<file path="config.mk">
export PLATFORM = sky130hd
export DESIGN_NAME = sptd_cell
export DESIGN_NICKNAME = d
export VERILOG_FILES = /design/src/design/sptd_pkg.sv /design/src/design/sptd_cell.sv
export SDC_FILE = /design/constraint.sdc
export NUM_CORES = 1
export LEC_CHECK = 0
export BUFFER_PORTS_ARGS = -buffer_cell sky130_fd_sc_hd__buf_4
export CAP_MARGIN = 20
export CORE_MARGIN = 1
export CORE_UTILIZATION = 43
export CTS_CLUSTER_DIAMETER = 150
export CTS_CLUSTER_SIZE = 20
export DETAILED_ROUTE_END_ITERATION = 7
export PLACE_DENSITY_LB_ADDON = 0.12
export SYNTH_ARGS = -nofsm -noshare
export SYNTH_HDL_FRONTEND = slang
export SYNTH_SLANG_ARGS = --single-unit
</file>
<file path="constraint.sdc">
create_clock -name clock -period 6.3 [get_ports clock]
set_input_delay 0.315 -clock clock [delete_from_list [all_inputs] [get_ports clock]]
set_output_delay 0.315 -clock clock [all_outputs]
set_load 0.01 [all_outputs]
</file>
<file path="src/design/sptd_pkg.sv">
// ----------------------------------------------------------------------------
// Small prime trial division package
// Shared types, the list of odd small primes and elaboration-time helpers.
// ----------------------------------------------------------------------------
package sptd_pkg;

   localparam int NUM_PRIMES = 19;
   localparam int PRIMES [NUM_PRIMES] = '{
      3, 5, 7, 11, 13, 17, 19, 23, 29, 31, 37, 41, 43, 47, 53, 59, 61, 67, 71
   };

   localparam int VERDICT_W = 2;
   localparam int RSP_DATA_W = 8;

   localparam logic [VERDICT_W-1:0] VERDICT_DIVISIBLE = 2'd0;
   localparam logic [VERDICT_W-1:0] VERDICT_PASSED    = 2'd1;
   localparam logic [VERDICT_W-1:0] VERDICT_PRIME     = 2'd2;

   // Pipeline control that the top level hands to every cell.
   typedef struct packed {
      logic advance;
      logic update;
      logic last;
   } pipe_ctl_type;

   // Flags that ripple from one cell to the next.
   typedef struct packed {
      logic divisible;
      logic equal;
   } chain_type;

   // 2^k mod q, evaluated during elaboration.
   function automatic int pow2_mod(input int k, input int q);
      int r;
      r = 1;
      for (int i = 0; i < k; i++) begin
         r = r * 2;
         if (r >= q) begin
            r = r - q;
         end
      end
      return r;
   endfunction

endpackage

</file>
<file path="src/design/sptd_cell.sv">
// ----------------------------------------------------------------------------
// Small prime trial division cell
// Keeps the running residue of the candidate for one prime and passes the
// divisibility and equality flags on to its neighbor.
// ----------------------------------------------------------------------------
module sptd_cell #(
   parameter int WORD_BITS = 32,
   parameter int Q = 3
) (
   input  logic                   clock,
   input  logic                   reset,
   input  sptd_pkg::pipe_ctl_type ctl,
   input  logic [WORD_BITS-1:0]   word,
   input  logic                   up_zero,
   input  sptd_pkg::chain_type    chain_in,
   output sptd_pkg::chain_type    chain_out
);
   import sptd_pkg::*;

   localparam int RW = $clog2(Q);
   localparam int NCH = (WORD_BITS + 7) / 8;
   localparam int PAD_W = NCH * 8;
   localparam int SUM_W = $clog2(NCH * 255 * (Q - 1) + 1);
   localparam int SHIFT = SUM_W + RW;
   localparam int PROD_W = SUM_W + SHIFT;
   localparam longint unsigned MUL = ((longint'(1) << SHIFT) + Q - 1) / Q;
   localparam int P2W = pow2_mod(WORD_BITS, Q);

   logic [PAD_W-1:0]  word_pad;
   logic [SUM_W-1:0]  part [NCH];
   logic [SUM_W-1:0]  x_sum;
   logic [RW-1:0]     tbl [Q];
   logic [PROD_W-1:0] prod;
   logic [SUM_W-1:0]  rem_full;
   logic [RW:0]       r_sum;
   logic [RW-1:0]     r_next;

   logic [SUM_W-1:0]  x_ff, x2_ff, t_ff;
   logic [RW-1:0]     s_ff, r_ff;
   logic              eq1_ff, eq2_ff, eq3_ff;

   assign word_pad = PAD_W'(word);

   for (genvar k = 0; k < NCH; k++) begin : g_chunk
      localparam int CW = pow2_mod(8 * k, Q);
      assign part[k] = SUM_W'(word_pad[k*8 +: 8]) * SUM_W'(CW);
   end

   for (genvar j = 0; j < Q; j++) begin : g_tbl
      localparam int TV = (j * P2W) % Q;
      assign tbl[j] = RW'(TV);
   end

   always_comb begin
      x_sum = '0;
      for (int k = 0; k < NCH; k++) begin
         x_sum = x_sum + part[k];
      end
   end

   assign prod = PROD_W'(x_ff) * PROD_W'(MUL);
   assign rem_full = x2_ff - t_ff * SUM_W'(Q);

   assign r_sum = (RW+1)'(tbl[r_ff]) + (RW+1)'(s_ff);
   assign r_next = (r_sum >= (RW+1)'(Q)) ? RW'(r_sum - (RW+1)'(Q)) : RW'(r_sum);

   always_ff @(posedge clock) begin
      if (ctl.advance) begin
         x_ff   <= x_sum;
         eq1_ff <= up_zero && (word == WORD_BITS'(Q));
         x2_ff  <= x_ff;
         t_ff   <= prod[PROD_W-1:SHIFT];
         eq2_ff <= eq1_ff;
         s_ff   <= rem_full[RW-1:0];
         eq3_ff <= eq2_ff;
      end
   end

   always_ff @(posedge clock) begin
      if (reset) begin
         r_ff <= '0;
      end else if (ctl.update) begin
         r_ff <= ctl.last ? '0 : r_next;
      end
   end

   assign chain_out.divisible = chain_in.divisible | (r_next == '0);
   assign chain_out.equal     = chain_in.equal | eq3_ff;

endmodule

</file>
==> results of run 1 <==
[placed cells by master (no fill, tap or decap), types with 4 or more instances in the layout]
cell type                   n
sky130_fd_sc_hd__inv_1     56
sky130_fd_sc_hd__fa_1      38
sky130_fd_sc_hd__nand4_1    4
sky130_fd_sc_hd__ha_1      56
sky130_fd_sc_hd__xnor2_1   11
sky130_fd_sc_hd__nor2_1    10
sky130_fd_sc_hd__buf_4     41
sky130_fd_sc_hd__a21oi_1    8
sky130_fd_sc_hd__edfxtp_1  19
sky130_fd_sc_hd__nor4_1     6
sky130_fd_sc_hd__o21ai_0    5
[logic make-up (layout without fill, tap and decap cells)]
family,count (synthesis),after routing,synth area share [%]
simple gates,44,44,8.67
fa+ha+maj,94,94,50.7
flops,21,21,21.2
buf+inv,56,101,7.29
xor+xnor,16,16,5.38
compound gates,29,29,6.85
[sequential cells by signal, summed over array words and instances, names as in the netlist]
signal	flops
eq1_ff	1
eq2_ff	1
eq3_ff	1
r_ff	2
s_ff	2
t_ff	2
x2_ff	2
x_ff	10
[layer usage]
layer / wire length, um / vias up / global-route usage [%] / part of all wire [%]
met2: 2560 / 26 / 28.8 / 53
met1: 2130 / 883 / 17.0 / 44
met4: 0 / 0 / 0.470 / 0
li1: - / 959 / - / -
met5: 0 / - / 0 / 0
met3: 117 / 0 / 2.18 / 2.4
[critical path, cell delays in order, from the launching register on]
cell	delay, ns
sky130_fd_sc_hd__edfxtp_1	0.45
sky130_fd_sc_hd__ha_1	0.42
sky130_fd_sc_hd__xnor2_1	0.39
sky130_fd_sc_hd__fa_1	0.51
sky130_fd_sc_hd__fa_1	0.51
sky130_fd_sc_hd__fa_1	0.51
sky130_fd_sc_hd__inv_1	0.04
sky130_fd_sc_hd__ha_1	0.30
sky130_fd_sc_hd__a21o_1	0.16
sky130_fd_sc_hd__a21oi_1	0.22
sky130_fd_sc_hd__a31o_2	0.20
sky130_fd_sc_hd__a22oi_2	0.05
[worst max-delay path by stage]
| stage | cells past startpoint | startpoint | to | slack [ns] |
|---|---|---|---|---|
| final | 11 | x_ff[2] | t_ff[1] | 2.28 |
| after global routing | 11 | x_ff[2] | t_ff[0] | 2.02 |
| after CTS | 11 | x_ff[2] | t_ff[0] | 2.24 |
| after detailed placement | 14 | x_ff[2] | t_ff[0] | 2.27 |
| after global placement | 11 | x_ff[2] | t_ff[0] | 2.33 |
| after floorplan | 11 | x_ff[2] | t_ff[0] | 2.47 |
[synthesized netlist by cell type, drive strengths merged]
library cell,number,area share (%)
nor4,6,1.3
nor3,1,0.17
a21boi,1,0.39
a21oi,8,1.4
nand4,4,0.87
nor2b,3,0.65
or2,2,0.43
a31o,1,0.30
o21ai,6,1.2
a211oi,2,0.52
dfxtp,2,1.4
edfxtp,19,20
xor2,3,0.91
o31a,1,0.30
nand4b,1,0.30
ha,56,24
o21bai,2,0.52
o22a,1,0.30
nor2,10,1.3
inv,56,7.3
and4b,1,0.35
or3,2,0.43
a21o,3,0.78
and2,3,0.78
o22ai,1,0.22
nand2b,3,0.65
o21a,2,0.52
xnor2,13,4.5
nand3,3,0.52
fa,38,26
nand2,3,0.39
a22oi,1,0.43
nand3b,2,0.52
[cell type report]
type / instances / area [sq um] / area share (%)
Clock inverter: 1 / 5.00 / 0.150
Timing Repair Buffer: 41 / 308 / 9.23
Inverter: 56 / 210 / 6.30
Clock buffer: 3 / 41.3 / 1.24
Multi-Input combinational cell: 183 / 2060 / 61.9
Tap cell: 77 / 96.3 / 2.89
Sequential cell: 21 / 611 / 18.3
[through the flow]
stage	cell area (sq um)	util (%)
after global routing	3340	51.9
final	3340	51.9
after CTS	3340	51.9
after detailed placement	3290	51.2
after floorplan	2890	-
after global placement	3290	51.2
==> results_dict.tcl, run 1 <==
set metrics [dict create \
    reg2reg_from "x_ff[2]" \
    grt_pass1_wl_mm 8.32 \
    hold-path-endpoint "r_ff[0]" \
    hpwl_detailed_mm 4.39 \
    yosysSeqAreaShare_pct 21.2 \
    wl_per_cell_um 12.6 \
    reg2reg_setup_slack_ns 2.28 \
    finalWorstSetupSlack_ns 2.28 \
    cts-root-buf "sky130_fd_sc_hd__clkbuf_8" \
    rsz0062_at_grt "no" \
    fillCellCount 592 \
    clkTransAtPathRegs_ns 0.08 \
    design.core.area_sq_um 6420 \
    viasPerCell 4.89 \
    cts_htree_levels 1 \
    via_count_of_the_first_global_routing_pass 1993 \
    number_of_antenna_violations_at_the_first_check_in_global_routing 0 \
    grt_max_degree 20 \
    finalCritPeriodShare_pct 63.7 \
    reg2reg_depth 11 \
    drt_pre_antenna_iters 5 \
    first_iter_violations 39 \
    post-route-drc-count 1 \
    dieArea_sq_um 7040 \
    timing.max_cap.violations 0 \
    worst_pin_slew_ns 0.396 \
    final_net_count 440 \
    num_rows 29 \
    r2r_end "t_ff[1]" \
    crit_fanout 5 \
    timing.slew.headroom_pct 73.4 \
    cts_made_buffers 3 \
    wl_mm 4.80 \
    dpl_worst_slack_ns 2.27 \
    timing.hold.worst.start "reset" \
    groute.usage.overall_pct 14.5 \
    gr-total-overflow 0 \
    timing_max_transition_violations_final 0 \
    cts_repair_resize_count 0 \
    start_util_pct 44.9 \
    die-width_um 83.9 \
    post_cts_hold_buffer_count 0 \
    clock_insertion_delay_worst_skew_ns 0.26 \
    boundaryPins 42 \
    tritoncts_clock_tree "yes" \
    antenna_cells_inserted 0 \
    gp_congestion 0.771 \
    ant_nets 0 \
    clock_period_minus_final_worst_setup_slack_ns 4.02 \
    warnings_from_yosys 0 \
    via_count 1868 \
    run_status "finished with violations" \
    worst_ep_arrival_time_ns 4.03 \
    failed_checks "design-rule violations" \
    hold_depth 2 \
    syn-cell-area_sq_um 2890 \
    ys_ff_latch 21 \
    total_negative_slack_ns 0 \
    crit_type "flip-flop to flip-flop" \
    die_height_um 83.9 \
    crit_required_ns 6.32 \
    layout.cells.non_filler 382 \
    hold_class "input pin to flip-flop" \
    hold_viol_final 0 \
    crit_path_start_kind "flip-flop" \
    synthesis.area_per_instance_sq_um 11.1 \
    placed_cells 378 \
    cts.path.max_buffers 2 \
    setup-violations-final 0 \
    clock_sink_count 21 \
    syn2layout_area_growth_pct 15.6 \
    io_buffers 41 \
    hold-worst-slack_ns 0.216 \
    synth_cells 260 \
    clock-skew-final_ns 0.00454 \
    layout-drive-gt1-share_pct 18.0 \
    postSynthNetCount 394 \
    crit_path_end_kind "flip-flop" \
    netlist-cell-type-count 37 \
    cts_setup_buffers 0 \
    max_clock_freq_ghz 0.249 \
]
Power of run 1 is not shown: default switching activity piles up to over one toggle a cycle in this logic, so the estimate is an artifact.
==> run 2: changes to the inputs <==
- clock period: 6.3 -> 3.87 ns (I/O delays scaled with it)
==> run 2 against run 1 <==
Effect of this change:
- the run still ends with design-rule violations left
- register-to-register slack worse by 2.1 ns
- utilization increased by 3.2 points
- sequential share of layout area decreased by 1.1 points
- non-clock buffer count up 11
==> results_dict.tcl, run 2 (same netlist as run 1, synthesis figures left out) <==
set metrics [dict create \
    run_status "finished with violations" \
    failed_checks "design-rule violations" \
    final_net_count 451 \
    crit_path_start_kind "flip-flop" \
    design.core.area_sq_um 6420 \
    hold_viol_final 0 \
    total_negative_slack_ns 0 \
    timing_max_transition_violations_final 0 \
    crit_path_end_kind "flip-flop" \
    max_ffs_per_register 10 \
    grt_max_degree 20 \
    timing.slew.headroom_pct 71.8 \
    start_util_pct 44.9 \
    regMostFlops "x_ff" \
    mostFrequentLayoutCells "sky130_fd_sc_hd__inv_1 (53), sky130_fd_sc_hd__buf_4 (51), sky130_fd_sc_hd__ha_1 (48)" \
    fillCellCount 566 \
    hold_class "input pin to flip-flop" \
    antenna_cells_inserted 0 \
    worst_ep_arrival_time_ns 3.84 \
    first_iter_violations 29 \
    worst_pin_slew_ns 0.419 \
    gr-total-overflow 0 \
    crit_type "flip-flop to flip-flop" \
    layout-drive-gt1-share_pct 26.3 \
    cts.path.max_buffers 2 \
    wl_per_cell_um 12.9 \
    viasPerCell 4.97 \
    groute.usage.overall_pct 14.5 \
    hpwl_detailed_mm 4.49 \
    hold-worst-slack_ns 0.0878 \
    cts-root-buf "sky130_fd_sc_hd__clkbuf_8" \
    cts_htree_levels 1 \
    num_rows 29 \
    clock-skew-final_ns 0.00611 \
    setup-violations-final 0 \
    die-width_um 83.9 \
    syn2layout_area_growth_pct 22.8 \
    grt_pass1_wl_mm 8.26 \
    finalCritPeriodShare_pct 96.2 \
    die_height_um 83.9 \
    cts_made_buffers 3 \
    post_cts_hold_buffer_count 0 \
    crit_fanout 3 \
    post-route-drc-count 2 \
    tritoncts_clock_tree "yes" \
    finalWorstSetupSlack_ns 0.148 \
    dieArea_sq_um 7040 \
    wl_mm 5.05 \
    timing.max_cap.violations 0 \
    gp_congestion 0.715 \
    rsz0062_at_grt "no" \
    drt_pre_antenna_iters 5 \
    ant_nets 0 \
    max_clock_freq_ghz 0.269 \
    via_count 1955 \
    postLayoutCoreUtil_pct 55.2 \
    multi_input_comb_area_sq_um 2180 \
    boundaryPins 42 \
    clkTransAtPathRegs_ns 0.08 \
    dpl_worst_slack_ns -0.0595 \
    crit_required_ns 3.99 \
    via_count_of_the_first_global_routing_pass 1967 \
    area_taken_by_flip_flops_and_latches_sq_um 611 \
    clock_sink_count 21 \
    clock_insertion_delay_worst_skew_ns 0.26 \
    number_of_antenna_violations_at_the_first_check_in_global_routing 0 \
    leading_cell_type_in_the_layout_fill_and_taps_excluded "sky130_fd_sc_hd__inv_1" \
    io_buffers 41 \
    clock_period_minus_final_worst_setup_slack_ns 3.72 \
]
[run 2: per-stage QoR]
step / instances / instance area (sq um)
floorplan: 260 / 2890
global placement: 387 / 3360
detailed placement: 387 / 3360
CTS: 392 / 3440
global route: 393 / 3540
finish: 393 / 3540
[run 2: area by class of cell]
class | instances | area share (%)
Clock inverter | 1 | 0.141
Timing Repair Buffer | 52 | 11.1
Clock buffer | 3 | 1.17
Multi-Input combinational cell | 183 | 61.7
Tap cell | 77 | 2.72
Inverter | 56 | 5.93
Sequential cell | 21 | 17.2
[run 2: per-layer routing]
metal	GRT usage, %	up-vias	part of all wire, %
met1	16.9	929	43
met3	2.77	7	3.2
met5	0	-	0
li1	-	986	-
met2	28.2	33	53
met4	1.41	0	0.67
[run 2: path summary, 6_finish.rpt]
check | from | end | depth (start not counted) | slack [ns]
max | x_ff[9] | t_ff[1] | 16 | 0.15
min | reset | r_ff[1] | 2 | 0.09
max reg2reg | x_ff[9] | t_ff[1] | 16 | 0.15
min reg2reg | eq1_ff | eq2_ff | 0 | 0.43
[run 2: worst max-delay path, cell delays in order, from the launching register on]
cell and delay, ns:
sky130_fd_sc_hd__edfxtp_1 0.40, sky130_fd_sc_hd__ha_1 0.29, sky130_fd_sc_hd__inv_1 0.04, sky130_fd_sc_hd__ha_1 0.27, sky130_fd_sc_hd__inv_1 0.05, sky130_fd_sc_hd__fa_1 0.51
sky130_fd_sc_hd__inv_2 0.05, sky130_fd_sc_hd__fa_1 0.47, sky130_fd_sc_hd__inv_1 0.05, sky130_fd_sc_hd__fa_1 0.49, sky130_fd_sc_hd__inv_2 0.05, sky130_fd_sc_hd__ha_4 0.26
sky130_fd_sc_hd__nand4_1 0.08, sky130_fd_sc_hd__nor2_1 0.10, sky130_fd_sc_hd__nand2_1 0.09, sky130_fd_sc_hd__a31o_2 0.27, sky130_fd_sc_hd__a22oi_2 0.13
[run 2: repair_timing]
| action | 4_1_cts | 5_1_grt |
|---|---|---|
| setup buffers | 1 | 1 |
| resized for setup | 4 | 16 |
| setup endpoints to repair | 2 | 2 |
| pin swaps | 6 | 20 |
| cloned | 0 | 0 |
Power of run 2 is left out for the same reason.
==> run 3: changes to the inputs <==
- RECOVER_POWER: unset -> 25
==> run 3 against run 2 <==
Effect of this change:
- the flow still finishes with violations (design-rule violations)
- utilization fell by 0.058 points
- sequential share of layout area about the same
- fmax unchanged
- hold slack unchanged
- highest routed layer unchanged
==> results_dict.tcl, run 3 (same netlist as run 1, synthesis figures left out) <==
set metrics [dict create \
    max_clock_freq_ghz 0.269 \
    cts.path.max_buffers 2 \
    clkTransAtPathRegs_ns 0.08 \
    crit_path_start_kind "flip-flop" \
    leading_cell_type_in_the_layout_fill_and_taps_excluded "sky130_fd_sc_hd__inv_1" \
    setup-violations-final 0 \
    hold_depth 2 \
    clock_period_minus_final_worst_setup_slack_ns 3.72 \
    run_status "finished with violations" \
    gp_congestion 0.715 \
    via_count 1955 \
    design.core.area_sq_um 6420 \
    boundaryPins 42 \
    regMostFlops "x_ff" \
    cp.buffers_inverters 5 \
    syn2layout_area_growth_pct 22.6 \
    worst_path_dominant_cell_family "adder cells" \
    crit_type "flip-flop to flip-flop" \
    timing_max_transition_violations_final 0 \
    slowest_delay_ns 0.51 \
    tritoncts_clock_tree "yes" \
    die_height_um 83.9 \
    num_rows 29 \
    clock_sink_count 21 \
    viasPerCell 4.97 \
    clock-skew-final_ns 0.00611 \
    dieArea_sq_um 7040 \
    worst_pin_slew_ns 1.04 \
    post_cts_hold_buffer_count 0 \
    crit_path_end_kind "flip-flop" \
    crit_cells 16 \
    layout-drive-gt1-share_pct 25.9 \
    cts_htree_levels 1 \
    grt_pass1_wl_mm 8.26 \
    reg2reg_depth 16 \
    failed_checks "design-rule violations" \
    grt_max_degree 20 \
    post-route-drc-count 2 \
    worst_ep_arrival_time_ns 3.84 \
    groute.usage.overall_pct 14.5 \
    total_negative_slack_ns 0 \
    wl_mm 5.05 \
    via_count_of_the_first_global_routing_pass 1967 \
    number_of_antenna_violations_at_the_first_check_in_global_routing 0 \
    gr-total-overflow 0 \
    hold_class "input pin to flip-flop" \
    final_net_count 451 \
    hold_viol_final 0 \
    start_util_pct 44.9 \
    finalCritPeriodShare_pct 96.2 \
    io_buffers 41 \
    clock_insertion_delay_worst_skew_ns 0.26 \
    die-width_um 83.9 \
    drt_pre_antenna_iters 5 \
    timing.max_cap.violations 0 \
    crit_fanout 3 \
    mostFrequentLayoutCells "sky130_fd_sc_hd__inv_1 (53), sky130_fd_sc_hd__buf_4 (50), sky130_fd_sc_hd__ha_1 (48)" \
    ant_nets 0 \
    antenna_cells_inserted 0 \
    max_ffs_per_register 10 \
    hpwl_detailed_mm 4.49 \
    crit_required_ns 3.99 \
    slowest_cell_on_the_critical_path "sky130_fd_sc_hd__fa_1" \
    worstPathCellList "ha_1 -> inv_1 -> ha_1 -> inv_1 -> fa_1 -> inv_2 -> fa_1 -> inv_1 -> fa_1 -> inv_2 -> ha_4 -> nand4_1 -> nor2_1 -> nand2_1 -> a31o_2 -> a22oi_2" \
    wl_per_cell_um 12.9 \
    rsz0062_at_grt "no" \
    cts-root-buf "sky130_fd_sc_hd__clkbuf_8" \
    first_iter_violations 24 \
    timing.slew.headroom_pct 30.7 \
    cts_made_buffers 3 \
]
==> run 3: worst paths after layout <==
path	to	slack, ns	from
worst min-delay path	r_ff[1]	0.09	reset
worst min register to register	eq2_ff	0.43	eq1_ff
worst max-delay path	t_ff[1]	0.15	x_ff[9]
worst max register to register	t_ff[1]	0.15	x_ff[9]
==> run 3: per-stage QoR <==
step	utilization (%)	std cells	hold WS [ns]	setup slack (ns)	instance area, sq um
2_1_floorplan	-	260	0.263	0.0368	2890
3_3_place_gp	52.3	387	0.368	-0.0716	3360
3_5_place_dp	52.3	387	0.367	-0.0595	3360
4_1_cts	53.5	392	0.0779	0.0175	3440
5_1_grt	55.1	393	0.0777	0.00102	3540
6_report	55.1	393	0.0878	0.148	3540
==> run 3: worst register-to-register path: cells and delay by family (launching register included) <==
family                     cells  cell delay [ns]
DFF                            1             0.40
and+or+nand+nor                3             0.27
buffers and inverters          5             0.24
AOI/OAI and AO/OA              2             0.40
adders and majority gates      6             2.29
==> run 3: metal layers <==
metal  global-route usage, %  up-vias  share of wire (%)
met5                       0        -                  0
li1                        -      986                  -
met2                    28.2       33                 53
met1                    16.9      929                 43
met4                    1.41        0               0.67
met3                    2.77        7                3.2
==> run 3: layout make-up <==
| type | instances | area [sq um] |
|---|---|---|
| repair buffers | 52 | 390 |
| clock inverters | 1 | 5.00 |
| inverters | 56 | 210 |
| well taps | 77 | 96.3 |
| fillers | 566 | 2880 |
| flip-flops and latches | 21 | 611 |
| multi-input cells | 183 | 2180 |
| clock buffers | 3 | 41.3 |
==> run 3: what timing repair did <==
action                     4_1_cts  5_1_grt
setup endpoints to repair        2        2
buffers inserted                 1        1
pin swaps                        6       20
gates resized for setup          4       16
Power of run 3 is left out for the same reason.
